===== config.mk =====
export PLATFORM = sky130hd
export DESIGN_NAME = sipq_cell
export DESIGN_NICKNAME = d
export VERILOG_FILES = /design/src/rtl/core/sipq_pkg.sv /design/src/rtl/core/sipq_cell.sv
export SDC_FILE = /design/constraint.sdc
export NUM_CORES = 1
export LEC_CHECK = 0
export ABC_AREA = 1
export BUFFER_PORTS_ARGS = -buffer_cell sky130_fd_sc_hd__buf_2
export CAP_MARGIN = 20
export CORE_ASPECT_RATIO = 0.6
export CORE_MARGIN = 3
export CORE_UTILIZATION = 26
export DETAILED_ROUTE_END_ITERATION = 8
export GPL_TIMING_DRIVEN = 0
export PLACE_DENSITY = 0.61
export SYNTH_ARGS = -nofsm -noshare
export SYNTH_HDL_FRONTEND = slang
export SYNTH_SLANG_ARGS = --single-unit

===== constraint.sdc =====
create_clock -name i_clk -period 2.5 [get_ports i_clk]
set_input_delay 0.125 -clock i_clk [delete_from_list [all_inputs] [get_ports i_clk]]
set_output_delay 0.125 -clock i_clk [all_outputs]
set_load 0.05 [all_outputs]

===== src/rtl/core/sipq_pkg.sv =====
`timescale 1ns / 1ps
// Shared types and constants for the sorted insert priority queue.
package sipq_pkg;

    localparam int DEPTH         = 64;
    localparam int KEY_WIDTH     = 8;
    localparam int PAYLOAD_WIDTH = 32;
    localparam int CNT_W         = $clog2(DEPTH + 1);

    localparam logic CMD_INSERT = 1'b0;
    localparam logic CMD_REMOVE = 1'b1;

    typedef enum logic [1:0] {
        ST_OK    = 2'd0,
        ST_EMPTY = 2'd1,
        ST_FULL  = 2'd2
    } t_status;

    typedef struct packed {
        logic [KEY_WIDTH-1:0]     key;
        logic [PAYLOAD_WIDTH-1:0] payload;
    } t_entry;

    typedef struct packed {
        logic   ins;
        logic   rem;
        t_entry item;
    } t_cell_cmd;

endpackage


===== src/rtl/core/sipq_cell.sv =====
`timescale 1ns / 1ps
// One queue cell: holds one entry, compares it with the new key and shifts.
module sipq_cell (
    input  logic               i_clk,
    input  sipq_pkg::t_cell_cmd i_cmd,
    input  sipq_pkg::t_entry   i_prev,
    input  logic               i_prev_le,
    input  logic               i_prev_occ,
    input  sipq_pkg::t_entry   i_next,
    input  logic               i_occ,
    output sipq_pkg::t_entry   o_entry,
    output logic               o_le
);
    import sipq_pkg::*;

    t_entry r_entry;
    t_entry n_entry;

    // cells are ordered largest key first; new entry goes ahead of equal keys
    assign o_le    = i_occ && (r_entry.key <= i_cmd.item.key);
    assign o_entry = r_entry;

    always_comb begin
        n_entry = r_entry;
        if (i_cmd.ins) begin
            if (i_prev_le) begin
                n_entry = i_prev;
            end else if (o_le || (!i_occ && i_prev_occ)) begin
                n_entry = i_cmd.item;
            end
        end else if (i_cmd.rem) begin
            n_entry = i_next;
        end
    end

    always_ff @(posedge i_clk) begin
        r_entry <= n_entry;
    end

endmodule


==> results.json <==
{
  "status": "finished, final reports clean",
  "grt.met3_usage_pct": 5.78,
  "die_w_um": 127,
  "leakagePower_nw": 1.72,
  "synth.avg_cell_area_um2": 8.72,
  "drv_slew": 0,
  "p_per_area_nw_per_um2": 637,
  "cts.clk_slew.worst_paths_ns": 0.06,
  "htree_levels": 2,
  "drive_gt1_share_pct": 44.9,
  "setup_slack_ns": 0.516,
  "rsz0062_at_grt": "no",
  "cp-start-kind": "flop",
  "period_needed_ns": 1.98,
  "drc": 0,
  "antenna_found_initial": 0,
  "synth_cells": 262,
  "cts-root-buf": "clkbuf_16",
  "rows": 25,
  "reg2reg_to": "o_entry[8]",
  "syn_nets": 396,
  "synth_top_family_by_area": "simple AND/OR/NAND/NOR gates",
  "cts.sinks": 40,
  "drt_iter0_markers": 116,
  "die_height_um": 78.6,
  "multiInputGateArea_um2": 911,
  "utilization_pct": 42.3,
  "whs_path_depth": 3,
  "grt_max_degree": 24,
  "critPathRequiredTime_ns": 2.48,
  "cp_max_fo": 23,
  "synth-seq-area-share_pct": 52.6,
  "clk_path_buf_depth": 2,
  "use_met1_pct": 18.8,
  "core_um2": 8200,
  "cts_hold_buf": 0,
  "end_kind": "flop",
  "worst_hold_slack_ns": 0.184,
  "cts_made_buffers": 5,
  "yosysUniqueCellTypes": 16,
  "grt_usage_pct": 14.7,
  "muxShareOfSynthArea_pct": 0,
  "final_nets": 570,
  "io_pins": 167,
  "critPathKind": "reg -> reg",
  "drtAntennaViolNets": 0,
  "yosysWarnings": 0,
  "drt-vias-per-instance": 4.57,
  "largest_reg_flops": 40,
  "synth_top_area_cell": "edfxtp_1",
  "fin_total_pwr_mw": 2.21,
  "reg2reg_slack_ns": 0.52,
  "syn-cell-area_um2": 2280,
  "start_util_pct": 27.9,
  "seqCellArea_um2": 1200,
  "r2r-start": "o_entry[37]",
  "grt_pass1_vias": 2404,
  "min-delay-start": "i_next[22]",
  "dp_slack_ns": 0.142,
  "finalCritPeriodShare_pct": 79.3,
  "hp-class": "in -> reg",
  "dpl-instance-area_um2": 3280,
  "vias": 2488,
  "final_cell_area_um2": 3470,
  "routed_wl_um": 7390,
  "ir_worst_vdd_mv": 0.218,
  "busiest_layer": "met2",
  "synth_area_leaders": "edfxtp_1 (53%), nand2_1 (15%), a31oi_1 (11%)",
  "clkLatencyLatePin_ns": 0.28,
  "hpwlAfterDp_um": 5820,
  "wl_per_cell_um": 13.6,
  "hold_end": "o_entry[22]",
  "fin_skew_ns": 0.00490,
  "synth_top_area_share_pct": 52.6,
  "synth-seq-cells": 40,
  "gr-total-overflow": 0,
  "globalplace.congestion": 0.900,
  "cts_tree": "built",
  "grt_use_met2_pct": 23.2,
  "antenna_cells": 0,
  "grt_pass1_wl_um": 11600,
  "synth_xor_area_share_pct": 0,
  "maxCapViolations": 0,
  "synth_compound_area_share_pct": 12.3,
  "cp.arrival_ns": 1.97,
  "max-slew-margin-rel_pct": 82.3,
  "drt_first_pass_iters": 4,
  "finalHoldViolations": 0,
  "finalSetupViolations": 0,
  "max_freq_ghz": 0.504,
  "worst_pin_slew_ns": 0.268,
  "reg2regPathDepth": 9,
  "io_buffer_count": 164,
  "dieArea_um2": 9990,
  "areaGrowthSynthToFinish_pct": 51.8,
  "yosys.area_share.adder_pct": 4.38,
  "yosys.area_share.simple_pct": 22.8,
  "n_fill_cell": 837
}
worst max-delay path: stages (launching register included):
cell	delay, ns
edfxtp_1	0.40
ha_1	0.31
a21oi_1	0.18
nor2_1	0.06
nor2_1	0.08
nand2_1	0.06
nand2_1	0.06
nand2_2	0.07
a21oi_4	0.26
buf_16	0.21
how the worst max path moves through the flow:
stage,start,to,slack [ns]
after floorplan,o_entry[39],o_entry[0],0.0004
after global placement,o_entry[35],o_entry[21],-0.13
after detailed placement,o_entry[37],o_entry[13],0.14
after CTS,o_entry[35],o_entry[8],0.14
after global routing,o_entry[37],o_entry[21],0.38
final,o_entry[37],o_entry[8],0.52
through the flow:
stage	setup TNS, ns	instances
after floorplan	0	262
after global placement	-5.18	534
after detailed placement	0	535
after CTS	0	543
after global routing	0	545
final	0	545
cell type report:
type / count / share of cell area, %
Clock inverter: 2 / 1.01
Sequential cell: 40 / 34.6
Buffer: 18 / 3.64
Inverter: 14 / 1.55
Multi-Input combinational cell: 190 / 26.3
Clock buffer: 6 / 3.72
Timing Repair Buffer: 167 / 25.3
Tap cell: 108 / 3.90
synth_stat cells:
cell,n
buf_6,1
edfxtp_1,40
inv_1,13
a31oi_1,40
nor2_1,43
nand2_2,1
a21oi_2,1
buf_2,5
buf_4,12
a21oi_1,3
ha_1,8
nor2_2,1
a21o_1,1
nand4_1,1
nand2_1,91
clkinv_2,1
kinds of logic (layout without fill, tap and decap cells):
logic type / after synthesis / count (layout)
simple gates: 137 / 137
compound gates: 45 / 45
flops: 40 / 40
buf+inv: 32 / 207
fa+ha+maj: 8 / 8
timing repair:
| item | in CTS | in global routing |
|---|---|---|
| gates resized for setup | 0 | 0 |
| setup endpoints to repair | 0 | 23 |
| buffers inserted | 0 | 2 |
cells in the final DEF (no fill, tap or decap), types with 2 or more instances in the layout:
master	netlist	layout
a21oi_1	3	3
a31oi_1	40	40
buf_2	5	169
buf_4	12	13
clkbuf_16	0	5
clkinv_2	1	2
edfxtp_1	40	40
ha_1	8	8
inv_1	13	13
nand2_1	91	91
nor2_1	43	43
per-layer routing:
layer	wire [um]	up-vias	share of wire (%)
met4	72	0	0.97
met1	3220	1075	44
met3	979	9	13
met2	3120	163	42
met5	0	-	0
li1	-	1241	-
power breakdown:
group	internal [mW]	switching, mW	leakage (nW)
combinational	0.207	0.444	1.25
sequential	0.827	0.0209	0.396
clock	0.469	0.242	0.0808
total	1.50	0.707	1.72
Note: power is estimated with default switching activity, not from simulation.
